## config.mk

```make
export PLATFORM = sky130hd
export DESIGN_NAME = tmt_div
export DESIGN_NICKNAME = d
export VERILOG_FILES = /design/src/rtl/tmt_pkg.sv /design/src/rtl/tmt_div.sv
export SDC_FILE = /design/constraint.sdc
export NUM_CORES = 1
export LEC_CHECK = 0
export BUFFER_PORTS_ARGS = -buffer_cell sky130_fd_sc_hd__buf_2
export CAP_MARGIN = 20
export CORE_UTILIZATION = 48
export DETAILED_ROUTE_END_ITERATION = 10
export PLACE_DENSITY = 0.71
export SLEW_MARGIN = 10
export SYNTH_ARGS = -nofsm -noshare
export SYNTH_HDL_FRONTEND = slang
export SYNTH_SLANG_ARGS = --single-unit
```

## constraint.sdc

```tcl
create_clock -name clk -period 6.1 [get_ports clk]
set_input_delay 0.915 -clock clk [delete_from_list [all_inputs] [get_ports clk]]
set_output_delay 0.915 -clock clk [all_outputs]
set_load 0.01 [all_outputs]
```

## src/rtl/tmt_pkg.sv

```systemverilog
// Tempo map table: shared types and constants.
// Entry layout, action and status codes, fixed-point widths.
// No dependencies.
package tmt_pkg;

  localparam int POS_W   = 48;
  localparam int TEMPO_W = 26;
  localparam int SIG_W   = 7;
  localparam int RATE_W  = 19;
  localparam int D_W     = 25;
  localparam int BC_W    = 40;
  localparam int BAR_W   = 20;
  localparam int RES_W   = 63;
  localparam int ACC_W   = 84;
  localparam int DIV_NW  = 80;
  localparam int DIV_DW  = 48;

  localparam logic [2:0] ACT_SET_TEMPO  = 3'd0;
  localparam logic [2:0] ACT_SET_SIG    = 3'd1;
  localparam logic [2:0] ACT_REMOVE     = 3'd2;
  localparam logic [2:0] ACT_QUERY      = 3'd3;
  localparam logic [2:0] ACT_TO_BEATS   = 3'd4;
  localparam logic [2:0] ACT_TO_SAMPLES = 3'd5;

  localparam logic [2:0] ST_OK        = 3'd0;
  localparam logic [2:0] ST_UPDATED   = 3'd1;
  localparam logic [2:0] ST_FULL      = 3'd2;
  localparam logic [2:0] ST_BAD_INDEX = 3'd3;
  localparam logic [2:0] ST_SAT       = 3'd4;

  localparam logic [TEMPO_W-1:0] TEMPO_120    = 26'h078_0000;
  localparam logic [SIG_W-1:0]   SIG_DEFAULT  = 7'd4;
  localparam logic [RATE_W-1:0]  RATE_DEFAULT = 19'd48000;
  localparam logic [D_W-1:0]     SEC_PER_MIN  = 25'd60;
  localparam logic [RES_W-1:0]   RES_MAX      = 63'h7FFF_FFFF_FFFF_FFFF;

  typedef struct packed {
    logic [POS_W-1:0]   pos;
    logic [TEMPO_W-1:0] tempo;
    logic [SIG_W-1:0]   num;
    logic [SIG_W-1:0]   den;
  } ent_t;

  localparam ent_t ENT_RESET = '{pos: '0, tempo: TEMPO_120,
                                 num: SIG_DEFAULT, den: SIG_DEFAULT};

endpackage

```

## src/rtl/tmt_div.sv

```systemverilog
// Tempo map table: restoring divider, one quotient bit per cycle.
// Depends on tmt_pkg for operand widths.
module tmt_div (
  input  logic                       clk,
  input  logic                       rst_n,
  input  logic                       start,
  input  logic [tmt_pkg::DIV_NW-1:0] dividend,
  input  logic [tmt_pkg::DIV_DW-1:0] divisor,
  output logic                       done,
  output logic [tmt_pkg::DIV_NW-1:0] quotient
);

  localparam int NW    = tmt_pkg::DIV_NW;
  localparam int DW    = tmt_pkg::DIV_DW;
  localparam int CNT_W = $clog2(NW + 1);

  logic             busy_r;
  logic             done_r;
  logic [CNT_W-1:0] cnt_r;
  logic [NW-1:0]    quo_r;
  logic [DW-1:0]    rem_r;
  logic [DW-1:0]    den_r;

  logic [DW:0]      r2;
  logic [DW:0]      diff;
  logic             ge;
  logic [NW-1:0]    quo_nxt;
  logic [DW-1:0]    rem_nxt;

  always_comb begin
    r2      = {rem_r, quo_r[NW-1]};
    diff    = r2 - {1'b0, den_r};
    ge      = (r2 >= {1'b0, den_r});
    rem_nxt = ge ? diff[DW-1:0] : r2[DW-1:0];
    quo_nxt = {quo_r[NW-2:0], ge};
  end

  always_ff @(posedge clk) begin
    if (!rst_n) begin
      busy_r <= 1'b0;
      done_r <= 1'b0;
      cnt_r  <= '0;
    end else begin
      done_r <= 1'b0;
      if (start) begin
        quo_r  <= dividend;
        den_r  <= divisor;
        rem_r  <= '0;
        cnt_r  <= CNT_W'(NW);
        busy_r <= 1'b1;
      end else if (busy_r) begin
        quo_r <= quo_nxt;
        rem_r <= rem_nxt;
        cnt_r <= cnt_r - CNT_W'(1);
        if (cnt_r == CNT_W'(1)) begin
          busy_r <= 1'b0;
          done_r <= 1'b1;
        end
      end
    end
  end

  assign done     = done_r;
  assign quotient = quo_r;

endmodule

```

==> impl_metrics.json <==
{
  "fin_total_pwr_mw": 3.670,
  "leakagePower_nw": 5.050,
  "placed_cell_area_um2": 11890,
  "final_cell_mix": "buf_2, edfxtp_1, nand2_1",
  "fmax_mhz": 268.1,
  "cts.sinks": 185,
  "avgSynthCellArea_um2": 11.00,
  "h-tree-depth": 4,
  "wl_per_cell_um": 17.82,
  "worstPathRequired_ps": 6390,
  "post-route-drc-count": 0,
  "synth-edff-count": 176,
  "use_met3": 0.06958,
  "dieArea_um2": 22810,
  "clk_latency_ps": 450,
  "dp_slack_ps": 2344,
  "yosys_warnings": 0,
  "syn-cell-area_um2": 10660,
  "port_buffers": 211,
  "critPathMaxFanout": 27,
  "fin_worst_skew_ps": 17.77,
  "worstMarginPinSlew_ps": 864.8,
  "initial_core_util": 0.4884,
  "dieWidth_um": 151.0,
  "fin_setup_tns_ps": 0,
  "hold_viol": 0,
  "fin_nets": 1337,
  "track_usage": 0.2339,
  "syn_to_final_growth_pct": 17.41,
  "ctsResizeCount": 0,
  "grt_max_degree": 68,
  "clockRootBuffer": "clkbuf_16",
  "yosys.area.top_type_share": 0.4958,
  "vias": 7974,
  "synth_ff_type": "edfxtp_1",
  "gp_congestion": 0.9047,
  "setup_violations": 0,
  "setup_ws_ps": 2370,
  "worstSetupStartpointType": "register",
  "synth.yosys.seq_area_share": 0.5127,
  "maxCapViolCount": 0,
  "rsz0062_at_grt": "no",
  "endpoint_kind": "register",
  "hold_class": "reg2reg",
  "drtPass1Iterations": 4,
  "drive_above_1_share": 0.3014,
  "drt-total-wl_mm": 25.82,
  "crit_arrival_ps": 4020,
  "fin_area_um2": 12510,
  "ant_nets": 0,
  "max-slew-margin-rel": 0.4235,
  "cts_made_buffers": 17,
  "ys_types": 71,
  "met2_usage": 0.3938,
  "fp-row-count": 54,
  "final_cell_count_no_fill": 1449,
  "core-area_um2": 21820,
  "slew_violations": 0,
  "post_cts.repair.setup_buffers": 0,
  "finalCriticalPeriod_ps": 3730,
  "crit_type": "reg2reg",
  "synthTopCellsByArea": "edfxtp_1, mux2_2, ha_1, a21oi_1, nand2_1",
  "die_h_um": 151.0,
  "grt_pass1_vias": 7987,
  "avgViaCountPerCell": 5.503,
  "ir_drop_mv": 0.1836,
  "post-place-cells": 1416,
  "clk_pin_slew_worst_paths_ps": 70,
  "synthCells": 969,
  "ys_ff_latch": 185,
  "cts_tree": "yes",
  "grt_use_met1": 0.2920,
  "grt_pass1_wl_mm": 40.93,
  "powerDensity_nw_per_um2": 293.3,
  "grt.busiest_layer": "met2",
  "io_pins": 212,
  "drtIter0Drc": 506,
  "ys_async_sr_fraction": 0,
  "final_common_cell": "buf_2",
  "status": "completed",
  "yosysTopAreaCell": "edfxtp_1",
  "antenna_found_initial": 4,
  "hold_buffers": 0,
  "clock_path_buffers": 2,
  "dp_hpwl_mm": 18.54,
  "overflow": 0,
  "synth_nets": 1151,
  "fin_crit_sh": 0.6114
}
-- synth_stat cells (all sizes together), types with 17 or more instances --
master / number
nor2: 58
xnor2: 25
xor2: 18
nand3: 18
mux2: 80
a21oi: 94
nand2: 110
a211oi: 17
clkbuf: 32
edfxtp: 176
buf: 18
inv: 66
ha: 50
o21ai: 39
-- worst paths after layout --
path,slack [ps],endpoint,from,cells past startpoint
setup / recovery,2370,rem_r[16],rem_r[15],11
hold / removal,500,cnt_r[1],cnt_r[1],2
setup reg to reg,2370,rem_r[16],rem_r[15],11
hold reg to reg,500,cnt_r[1],cnt_r[1],2
-- per-layer routing --
metal / part of all wire / routed length (um) / vias up
li1: - / - / 3927
met1: 0.43 / 10990 / 3770
met4: 0.016 / 401 / 4
met3: 0.069 / 1774 / 31
met2: 0.49 / 12630 / 242
met5: 0.00085 / 22 / -
-- sequential cells by signal (all words and copies together) (netlist names) --
name / flops
done: 1
cnt_r: 7
busy_r: 1
den_r: 48
quotient: 80
rem_r: 48
-- area by class of cell --
| type | count | area [um^2] |
|---|---|---|
| Timing Repair Buffer | 217 | 1104 |
| Sequential cell | 185 | 5465 |
| Inverter | 66 | 247.7 |
| Clock inverter | 15 | 200.2 |
| Clock buffer | 17 | 425.4 |
| Antenna cell | 1 | 2.502 |
| Multi-Input combinational cell | 668 | 4720 |
| Tap cell | 280 | 350.3 |
| Fill cell | 1883 | 9309 |
-- power by group --
group,internal [mW],switching (mW)
sequential,1.52,0.0490
clock,0.570,0.600
combinational,0.383,0.546
total,2.47,1.20
-- stage by stage --
stage / utilization / hold slack, ps
6_report: 0.5734 / 497.8
5_1_grt: 0.5734 / 518.7
4_1_cts: 0.5733 / 499.5
3_5_place_dp: 0.5447 / 489.1
3_3_place_gp: 0.5447 / 483.4
2_1_floorplan: - / 468.5
-- worst max-delay path: stages, from the launching register on --
cell,delay [ps]
edfxtp_1,400
ha_1,490
nand4_1,230
o211ai_1,160
a41oi_1,190
nor3_2,270
a31oi_4,200
o211ai_4,260
a31o_2,650
buf_4,410
o21ai_0,150
a21oi_1,150
-- cell families after synthesis --
logic type	synth area share
buf+inv	0.04531
mux	0.09109
simple gates	0.1136
flops	0.5127
xor+xnor	0.03533
compound gates	0.1413
fa+ha+maj	0.06057
Power figures use the tool's default switching activity.
