File: src/rtl/tmt_ram.sv
// Tempo map table: generic simple dual-port RAM.
// One write port, one read port, read data registered.
// No dependencies.
module tmt_ram #(
  parameter int WIDTH = 8,
  parameter int DEPTH = 16
) (
  input  logic                     clk,
  input  logic                     we,
  input  logic [$clog2(DEPTH)-1:0] waddr,
  input  logic [WIDTH-1:0]         wdata,
  input  logic [$clog2(DEPTH)-1:0] raddr,
  output logic [WIDTH-1:0]         rdata
);

  logic [WIDTH-1:0] mem [DEPTH];

  always_ff @(posedge clk) begin
    if (we) begin
      mem[waddr] <= wdata;
    end
    rdata <= mem[raddr];
  end

endmodule

File: config.mk
export PLATFORM = sky130hd
export DESIGN_NAME = tmt_ram
export DESIGN_NICKNAME = d
export VERILOG_FILES = /design/src/rtl/tmt_ram.sv
export SDC_FILE = /design/constraint.sdc
export NUM_CORES = 1
export LEC_CHECK = 0
export BUFFER_PORTS_ARGS = -buffer_cell sky130_fd_sc_hd__buf_2
export CORE_ASPECT_RATIO = 0.5
export CORE_MARGIN = 5
export CORE_UTILIZATION = 30
export CTS_CLUSTER_SIZE = 8
export DETAILED_ROUTE_END_ITERATION = 10
export PLACE_DENSITY = 0.43
export SLEW_MARGIN = 30
export SYNTH_ARGS = -nofsm -noshare
export SYNTH_HDL_FRONTEND = slang
export SYNTH_SLANG_ARGS = --single-unit
File: constraint.sdc
create_clock -name clk -period 3.6 [get_ports clk]
set_input_delay 0.18 -clock clk [delete_from_list [all_inputs] [get_ports clk]]
set_output_delay 0.18 -clock clk [all_outputs]
set_load 0.1 [all_outputs]
==> run_results.csv, run 1 <==
group,metric,value,unit
critical_path,path_cells,"buf_2 > buf_12 > mux4_2 > a22oi_1 > nand2_1",
cells_and_area,layout_commonest_cell,"edfxtp_1",
routing,drtIter0Drc,211,
power_and_ir_drop,vdd_drop_max,0.0003413,V
floorplan,start_util,31.01,%
clocking,postCtsHoldBufs,0,
place,port-buffer-count,25,
synthesis,synth.area.top_cells,"edfxtp_1, mux4_2, mux4_1, dfxtp_1, a22oi_1",
cells_and_area,fin_util,37.12,%
critical_path,crit_fanout,17,
synthesis,syn-mean-instance-area,22.48,um^2
floorplan,ios,26,
clocking,clkTransAtPathRegs,60,ps
place,hpwl,6849,um
sta,setup_viol,0,
sta,fin_setup_tns,0,ps
floorplan,die_x,195.2,um
power_and_ir_drop,combPwrFrac,6.2,%
power_and_ir_drop,p_leak,2.015,nW
global_route,grt_start_max_net_pins,33,
place,place_congestion,0.6963,
power_and_ir_drop,switching_share,20.97,%
synthesis,yosysTopAreaCellShare,74.67,%
sta,slew_headroom,33.44,%
sta,skew,5.220,ps
global_route,grt-ovfl-total,0,
synthesis,synth_area,5147,um^2
synthesis,synth_top_cell_by_area,"edfxtp_1",
critical_path,cpLargestDelayFamily,"buffers and inverters",
cells_and_area,final_cell_area,6161,um^2
sta,period_minus_slack,1758,ps
critical_path,cpPeakStageDelay,510,ps
global_route,antenna_found_initial,0,
sta,hold_viol_final,0,
min_path,whs_endpoint,"mem[6][6]",
critical_path,critPathLaunchType,"input pin",
power_and_ir_drop,clockPowerShare,47.8,%
synthesis,ys_seq_area_share,77.78,%
clocking,cts_made_buffers,17,
sta,rsz0062_at_grt,"no",
clocking,ctsResizeCount,0,
synthesis,ys_ff_latch,136,
critical_path,critical_path_arrival,2010,ps
cells_and_area,fillerInstances,1525,
clocking,clock-root-buffer,"clkbuf_16",
critical_path,ff2ff_setup_slack,2080,ps
clocking,cts_max_level,4,
routing,wl_per_cell,21.63,um
sta,setup_ws,1842,ps
clocking,postCtsSetupBuffers,0,
outcome,outcome,"finished clean",
synthesis,yosys_warnings,0,
floorplan,coreArea,16600,um^2
routing,vias,2368,
critical_path,cp_slowest_cell,"mux4_2",
critical_path,critPathCaptureType,"flop",
job,maxCapViolCount,0,
power_and_ir_drop,seqPwrFrac,46.0,%
place,placed_cell_area,5523,um^2
synthesis,synth_nets,247,
clocking,clkSinkCount,136,
routing,finalWirelength,10920,um
cells_and_area,antennaDiodeCount,0,
floorplan,fp.dieArea,20040,um^2
power_and_ir_drop,switchingPower,811.5,uW
min_path,hold_start,"wdata[6]",
cells_and_area,fin_nets,284,
floorplan,die_h,102.6,um
cells_and_area,drive_gt1_share,29.86,%
clocking,clock_path_buffers,2,
power_and_ir_drop,power_density,628.0,nW/um^2
critical_path,worst-setup-path-type,"input pin to flop",
sta,maxSlewViolCount,0,
min_path,worstHoldPathType,"input pin to flop",
routing,remaining_drc_errors,0,
min_path,whs_path_depth,1,
power_and_ir_drop,p_int,3.058,mW
place,pre_cts_slack,1442,ps
global_route,grt_usage,11.20,%
critical_path,crit-reg2reg-launch,"mem[11][0]",
routing,postRouteAntennaNets,0,
synthesis,syn_inst,229,
clocking,clkLatencyLatePin,400,ps
clocking,cts_tree,"done",
critical_path,crit_required,3850,ps
cells_and_area,layout_common_cells,"edfxtp_1, buf_2, mux4_2",
sta,tightest_slew,994.7,ps
critical_path,r2r_cells,3,
global_route,grt_pass1_vias,2443,
sta,fmax,568.8,MHz
routing,drt_pass1_iterations,4,
critical_path,r2r-end,"rdata[0]",
global_route,grt_pass1_wl,15840,um
critical_path,path_buf_inv,2,
sta,post-route-period-util,48.83,%
cells_and_area,area_growth_syn_to_layout,19.69,%
floorplan,fp-row-count,33,
routing,vias_per_cell,4.689,
synthesis,synth_cell_types,19,
-- metrics by stage --
step,hold slack [ps],power (mW),instances
after floorplan,278.9,1.978,229
after global placement,574.8,2.055,474
after detailed placement,586.5,2.057,474
after CTS,150.6,3.904,505
after global routing,157.9,3.984,505
final,170.7,3.869,505
-- cells by family (layout without fill, tap and decap cells) --
kind of cell	count (synthesis)	count (layout)	synth area share [%]
DFF	136	136	77.78
muxes	32	32	15.02
buffers and inverters	10	59	1.677
and+or+nand+nor	35	35	3.184
AOI/OAI and AO/OA	16	16	2.334
-- cell type report --
type / instances / area [um^2] / share of cell area [%]
clock buffers: 18 / 429.2 / 6.966
clock inverters: 13 / 203.9 / 3.310
multi-input cells: 83 / 1080 / 17.53
flip-flops and latches: 136 / 4004 / 64.99
well taps: 227 / 284.0 / 4.610
repair buffers: 28 / 160.2 / 2.600
-- cell usage after synthesis --
master and instances:
a22oi_1 16, buf_4 1, or3b_2 1, clkdlybuf4s25_2 3, mux4_2 18, nand3b_1 2, nor2_1 13, dfxtp_1 8
nand2b_1 2, edfxtp_1 128, buf_6 3, buf_2 3, nor3_1 4, nand3_1 1, and2b_1 1, nor2b_1 1
mux4_1 14, nand2_1 9, and2_1 1
-- worst max-delay path by stage --
| stage | cells after the start | slack (ps) | end | startpoint |
|---|---|---|---|---|
| after detailed placement | 5 | 1440 | rdata[0] | raddr[0] |
| after floorplan | 2 | 1930 | mem[0][0] | waddr[2] |
| after CTS | 5 | 1880 | rdata[0] | raddr[0] |
| final | 5 | 1840 | rdata[0] | raddr[0] |
| after global placement | 5 | 1450 | rdata[0] | raddr[0] |
| after global routing | 5 | 1800 | rdata[0] | raddr[0] |
-- power groups by stage --
stage	sequential (mW)	clock, mW	combinational [mW]
6_report	1.78	1.85	0.241
5_1_grt	1.78	1.95	0.253
4_1_cts	1.78	1.88	0.244
3_5_place_dp	1.81	0	0.243
3_3_place_gp	1.81	0	0.242
2_1_floorplan	1.89	0	0.0899
-- flip-flops by register name, summed over array words and instances (netlist names) --
name / cells
rdata: 8
mem: 128
-- per-layer routing --
layer  vias to the layer above  global-route usage, %  wire, um
li1                       1047                      -         -
met1                      1284                  15.80      5462
met2                        31                  17.28      5055
met3                         6                  3.069       326
met4                         0                  3.217        79
met5                         -                      0         0
(Power assumes the default switching activity.)
==> run 2, diff against run 1 <==
--- a/config.mk
+++ b/config.mk
@@ -5,13 +5,14 @@
 export SDC_FILE = /design/constraint.sdc
 export NUM_CORES = 1
 export LEC_CHECK = 0
+export ABC_AREA = 1
 export BUFFER_PORTS_ARGS = -buffer_cell sky130_fd_sc_hd__buf_2
 export CORE_ASPECT_RATIO = 0.5
 export CORE_MARGIN = 5
 export CORE_UTILIZATION = 30
 export CTS_CLUSTER_SIZE = 8
 export DETAILED_ROUTE_END_ITERATION = 10
-export PLACE_DENSITY = 0.43
+export PLACE_DENSITY = 0.44
 export SLEW_MARGIN = 30
 export SYNTH_ARGS = -nofsm -noshare
 export SYNTH_HDL_FRONTEND = slang
==> constraint.sdc (replaced) <==
create_clock -name clk -period 1.49 [get_ports clk]
set_input_delay 0.0745 -clock clk [delete_from_list [all_inputs] [get_ports clk]]
set_output_delay 0.0745 -clock clk [all_outputs]
set_load 0.1 [all_outputs]
==> run 2 against run 1 <==
  * Worst setup slack worse by 1700 ps
  * Critical path type is now flop to output port
  * Synthesized area rose by 12%
  * Sequential share of layout area fell by 7.1 points
  * Largest power group unchanged
  * Count of clock-buffer cells in the layout up 1
  * Die area up 11%
  * Final cell count grew 71%
==> run_results.csv, run 2 <==
group,metric,value,unit
routing,remaining_drc_errors,0,
cells_and_area,largest_reg_flops,128,
clocking,cts_made_buffers,17,
synthesis,ys_seq_area_share,69.43,%
routing,drt_pass1_iterations,5,
power_and_ir_drop,total_power,9.557,mW
power_and_ir_drop,switchingPower,2.151,mW
routing,vias_per_cell,4.289,
critical_path,crit_fanout,1,
critical_path,cp_slowest_cell,"buf_2",
power_and_ir_drop,vdd_drop_max,0.0007476,V
critical_path,cpPeakStageDelay,470,ps
cells_and_area,layout_common_cells,"nand2_1, edfxtp_1, inv_1",
outcome,outcome,"finished clean",
clocking,postCtsSetupBuffers,0,
power_and_ir_drop,clockPowerShare,47.2,%
sta,setup_viol,0,
place,place_congestion,0.7657,
sta,fmax,723.4,MHz
global_route,grt_pass1_vias,3597,
power_and_ir_drop,switching_share,22.51,%
sta,fin_setup_tns,0,ps
synthesis,synth.area.top_cells,"edfxtp_1, nand2_1, nand3_1, inv_1, dfxtp_1",
power_and_ir_drop,combPwrFrac,7.7,%
synthesis,synth_edf_count,128,
critical_path,critPathCaptureType,"output port",
synthesis,synth_nets,569,
cells_and_area,reg.largest.list,"mem: 128 flops, rdata: 8 flops",
cells_and_area,top_register,"mem",
floorplan,fp-row-count,35,
critical_path,critical_path_arrival,1310,ps
cells_and_area,drive_gt1_share,13.18,%
sta,whs,30.04,ps
place,dp.cells,835,
critical_path,worst-setup-path-type,"flop to output port",
clocking,postCtsHoldBufs,0,
synthesis,syn_inst,551,
sta,maxSlewViolCount,0,
synthesis,syn-mean-instance-area,10.47,um^2
sta,tightest_slew,507.0,ps
critical_path,crit_required,1420,ps
clocking,clkTransAtPathRegs,60,ps
synthesis,async_flop_share,0,%
cells_and_area,fillerInstances,1851,
global_route,grt_start_max_net_pins,35,
global_route,antenna_found_initial,0,
clocking,cts_tree,"done",
sta,post-route-period-util,92.78,%
power_and_ir_drop,seqPwrFrac,45.1,%
job,maxCapViolCount,0,
cells_and_area,antennaDiodeCount,0,
global_route,grt_usage,13.96,%
min_path,worstHoldPathType,"input pin to flop",
clocking,ctsResizeCount,0,
critical_path,path_buf_inv,1,
sta,hold_viol_final,0,
clocking,clock-root-buffer,"clkbuf_16",
sta,skew,12.29,ps
floorplan,start_util,30.91,%
place,hpwl,9249,um
power_and_ir_drop,p_int,7.405,mW
critical_path,critPathLaunchType,"flop",
sta,period_minus_slack,1382,ps
power_and_ir_drop,p_leak,2.961,nW
critical_path,cpLargestDelayFamily,"buffers and inverters",
floorplan,fp.dieArea,22260,um^2
synthesis,synth_top_cell_by_area,"edfxtp_1",
cells_and_area,layout_commonest_cell,"nand2_1",
synthesis,synth_cell_types,12,
routing,drtIter0Drc,278,
cells_and_area,final_cell_area,6914,um^2
floorplan,die_x,206.1,um
critical_path,path_cells,"buf_2",
clocking,clkLatencyLatePin,410,ps
clocking,clock_path_buffers,2,
floorplan,coreArea,18660,um^2
global_route,grt_pass1_wl,22530,um
synthesis,yosys_warnings,0,
floorplan,die_h,108.0,um
cells_and_area,area_growth_syn_to_layout,19.90,%
cells_and_area,final_cells,866,
routing,wl_per_cell,17.16,um
synthesis,synth_ff_type,"edfxtp_1",
cells_and_area,fin_nets,613,
sta,slew_headroom,66.43,%
synthesis,yosys-top-cells-count,"nand2_1, edfxtp_1, inv_1",
routing,finalWirelength,14860,um
synthesis,synth_area,5767,um^2
floorplan,ios,26,
place,placed_cell_area,6280,um^2
routing,postRouteAntennaNets,0,
clocking,cts_max_level,4,
routing,vias,3714,
sta,rsz0062_at_grt,"no",
global_route,grt-ovfl-total,0,
clocking,clkSinkCount,136,
power_and_ir_drop,power_density,1382,nW/um^2
place,port-buffer-count,25,
synthesis,ys_ff_latch,136,
synthesis,post-synth-top-count-cell,"nand2_1",
synthesis,yosysTopAreaCellShare,66.65,%
## run 2: cell count changes after synthesis, moves of 4 or more
cell	before	now
a22oi_1	16	0
buf_2	3	13
inv_1	0	100
mux4_1	14	0
mux4_2	18	0
nand2_1	9	173
nand3_1	1	97
nor2_1	13	17
nor3_1	4	0
## run 2: logic make-up (layout without fill, tap and decap cells)
group / Yosys count / in the layout / synth area share, %
buf+inv: 126 / 182 / 9.525
flops: 136 / 136 / 69.43
simple gates: 289 / 289 / 21.05
## run 2: through the flow
| step | worst slack, ps | util [%] |
|---|---|---|
| after floorplan | 464.7 | - |
| after global placement | 299.6 | 33.66 |
| after detailed placement | 294.0 | 33.66 |
| after CTS | 95.57 | 37.06 |
| after global routing | 70.41 | 37.06 |
| final | 107.7 | 37.06 |
## run 2: power by group through the flow
stage / clock (mW) / sequential (mW) / combinational (mW)
4_1_cts: 4.58 / 4.31 / 0.749
5_1_grt: 4.78 / 4.31 / 0.803
6_report: 4.51 / 4.31 / 0.735
2_1_floorplan: 0 / 4.56 / 0.302
3_3_place_gp: 0 / 4.39 / 0.745
3_5_place_dp: 0 / 4.39 / 0.747
## run 2: path summary, 6_finish.rpt
path	from	to	slack, ps	cells past startpoint
setup / recovery	rdata[5]	rdata[5]	110	1
hold reg to reg	mem[12][2]	rdata[2]	670	6
hold / removal	raddr[3]	rdata[2]	30	3
setup reg to reg	mem[5][7]	rdata[7]	440	6
## run 2: final cells by class
type                            instances  area (um^2)  share of cell area (%)
Clock buffer                           19        432.9                   6.261
Inverter                              102        382.9                   5.537
Sequential cell                       136         4004                   57.91
Clock inverter                         12        201.4                   2.913
Multi-Input combinational cell        289         1214                   17.55
Tap cell                              259        324.1                   4.687
Timing Repair Buffer                   49        355.3                   5.139
## run 2: layer usage
layer	vias up	global-route usage [%]	routed length, um
met2	66	21.01	6526
li1	1859	-	-
met5	-	0	0
met4	0	3.700	179
met1	1775	20.53	7398
met3	14	2.937	753
==> run 3, diff against run 2 <==
--- a/config.mk
+++ b/config.mk
@@ -9,10 +9,10 @@
 export BUFFER_PORTS_ARGS = -buffer_cell sky130_fd_sc_hd__buf_2
 export CORE_ASPECT_RATIO = 0.5
 export CORE_MARGIN = 5
-export CORE_UTILIZATION = 30
+export CORE_UTILIZATION = 55
 export CTS_CLUSTER_SIZE = 8
 export DETAILED_ROUTE_END_ITERATION = 10
-export PLACE_DENSITY = 0.44
+export PLACE_DENSITY = 0.73
 export SLEW_MARGIN = 30
 export SYNTH_ARGS = -nofsm -noshare
 export SYNTH_HDL_FRONTEND = slang
==> run 3 against run 2 <==
  * Core utilization up 29 points
  * Worst setup slack better by 110 ps
  * Critical path type unchanged
  * Total power down 3.7%
  * Sequential share of layout area up 1.8 points
  * Routed wire length down 10%
  * Sequential cell count unchanged
  * Critical endpoint is now rdata[4]
==> run_results.csv, run 3 (same netlist as run 2, synthesis figures left out) <==
group,metric,value,unit
critical_path,path_cells,"buf_2",
critical_path,crit_required,1420,ps
clocking,clock-root-buffer,"clkbuf_16",
cells_and_area,fillerInstances,738,
floorplan,die_h,82.41,um
sta,maxSlewViolCount,0,
cells_and_area,multi_input_comb_area,1214,um^2
critical_path,critPathCaptureType,"output port",
routing,postRouteAntennaNets,0,
clocking,clkLatencyLatePin,420,ps
min_path,worstHoldPathType,"input pin to flop",
clocking,clock_path_buffers,2,
sta,slew_headroom,66.87,%
floorplan,coreArea,10210,um^2
critical_path,cp_slowest_cell,"buf_2",
routing,drtIter0Drc,538,
power_and_ir_drop,switchingPower,2.060,mW
clocking,clkSinkCount,136,
critical_path,worst-setup-path-type,"flop to output port",
power_and_ir_drop,clockPowerShare,45.4,%
place,place_congestion,0.8448,
power_and_ir_drop,p_leak,2.939,nW
critical_path,critPathLaunchType,"flop",
cells_and_area,drive_gt1_share,12.85,%
clocking,cts_tree,"done",
clocking,postCtsSetupBuffers,0,
place,hpwl,7928,um
power_and_ir_drop,combPwrFrac,7.8,%
global_route,met2_usage,35.91,%
sta,tightest_slew,500.4,ps
routing,drt_pass1_iterations,7,
global_route,grtUsageMet3,6.351,%
cells_and_area,layout_common_cells,"nand2_1, edfxtp_1, inv_1",
sta,setup_ws,212.8,ps
global_route,grt_pass1_wl,20700,um
floorplan,start_util,56.46,%
place,dp.cells,715,
power_and_ir_drop,power_density,1374,nW/um^2
clocking,clkTransAtPathRegs,60,ps
floorplan,die_x,154.8,um
cells_and_area,register_area,4004,um^2
power_and_ir_drop,switching_share,22.38,%
global_route,grt-ovfl-total,0,
routing,wl_per_cell,17.82,um
place,port-buffer-count,25,
clocking,cts_max_level,4,
global_route,antenna_found_initial,0,
routing,vias,3962,
sta,setup_viol,0,
cells_and_area,reg.largest.list,"mem: 128 flops, rdata: 8 flops",
global_route,top_usage_layer,"met2",
clocking,cts_made_buffers,17,
global_route,grt_usage,22.50,%
sta,skew,3.424,ps
floorplan,fp-row-count,26,
power_and_ir_drop,total_power,9.205,mW
power_and_ir_drop,vdd_drop_max,0.0008564,V
floorplan,fp.dieArea,12760,um^2
sta,hold_viol_final,0,
cells_and_area,largest_reg_flops,128,
critical_path,critical_path_arrival,1200,ps
critical_path,cpPeakStageDelay,440,ps
cells_and_area,antennaDiodeCount,0,
sta,fin_setup_tns,0,ps
critical_path,path_buf_inv,1,
power_and_ir_drop,p_int,7.144,mW
routing,remaining_drc_errors,0,
sta,period_minus_slack,1277,ps
clocking,postCtsHoldBufs,0,
global_route,grt_use_met1,30.03,%
cells_and_area,area_growth_syn_to_layout,16.21,%
sta,fmax,783.0,MHz
sta,post-route-period-util,85.72,%
cells_and_area,fin_nets,612,
place,pre_cts_slack,289.4,ps
global_route,grt_pass1_vias,3814,
routing,vias_per_cell,5.304,
cells_and_area,final_cells,747,
floorplan,ios,26,
critical_path,cpLargestDelayFamily,"buffers and inverters",
clocking,ctsResizeCount,0,
routing,finalWirelength,13310,um
global_route,grt_start_max_net_pins,65,
cells_and_area,top_register,"mem",
power_and_ir_drop,seqPwrFrac,46.8,%
outcome,outcome,"finished clean",
job,maxCapViolCount,0,
sta,rsz0062_at_grt,"no",
critical_path,crit_fanout,1,
cells_and_area,layout_commonest_cell,"nand2_1",
## run 3: cell types whose count changed in the layout (fill, tap and decap cells not counted), sizes merged
| cell | change |
|---|---|
| clkinvlp | -1 |
| buf | -1 |
| clkbuf | +4 |
| bufinv | -2 |
## run 3: power groups by stage
stage	clock [mW]	sequential, mW	combinational (mW)
final	4.18	4.31	0.717
after global routing	4.41	4.31	0.771
after CTS	4.22	4.31	0.714
after detailed placement	0	4.38	0.706
after global placement	0	4.38	0.698
after floorplan	0	4.56	0.302
## run 3: worst paths after layout
check        startpoint  endpoint  slack, ps  cells past startpoint
min reg2reg  mem[10][6]  rdata[6]        680                      6
min            raddr[3]  rdata[0]         30                      3
max            rdata[4]  rdata[4]        210                      1
max reg2reg   mem[5][3]  rdata[3]        440                      6
## run 3: layout make-up
type | instances | share of cell area (%)
repair buffers | 48 | 5.004
well taps | 140 | 2.614
inverters | 102 | 5.713
multi-input cells | 289 | 18.11
clock buffers | 23 | 6.983
clock inverters | 9 | 1.830
flip-flops and latches | 136 | 59.75
## run 3: routing by layer
metal	up-vias	wire, um
met5	-	0
met4	0	261
met3	28	1257
met2	234	6218
met1	1841	5573
li1	1859	-
## run 3: metrics by stage
step / instance area (um^2) / hold WS [ps] / util (%)
final: 6701 / 25.12 / 65.61
after floorplan: 5767 / 173.4 / -
after detailed placement: 6111 / 437.5 / 59.82
after global placement: 6111 / 441.6 / 59.82
after global routing: 6701 / 29.15 / 65.61
after CTS: 6701 / 1.182 / 65.61
## run 3: tightest hold or removal path, cell delays in order
cell and delay [ps]:
buf_2 170, nand3_1 100, nand2_1 50
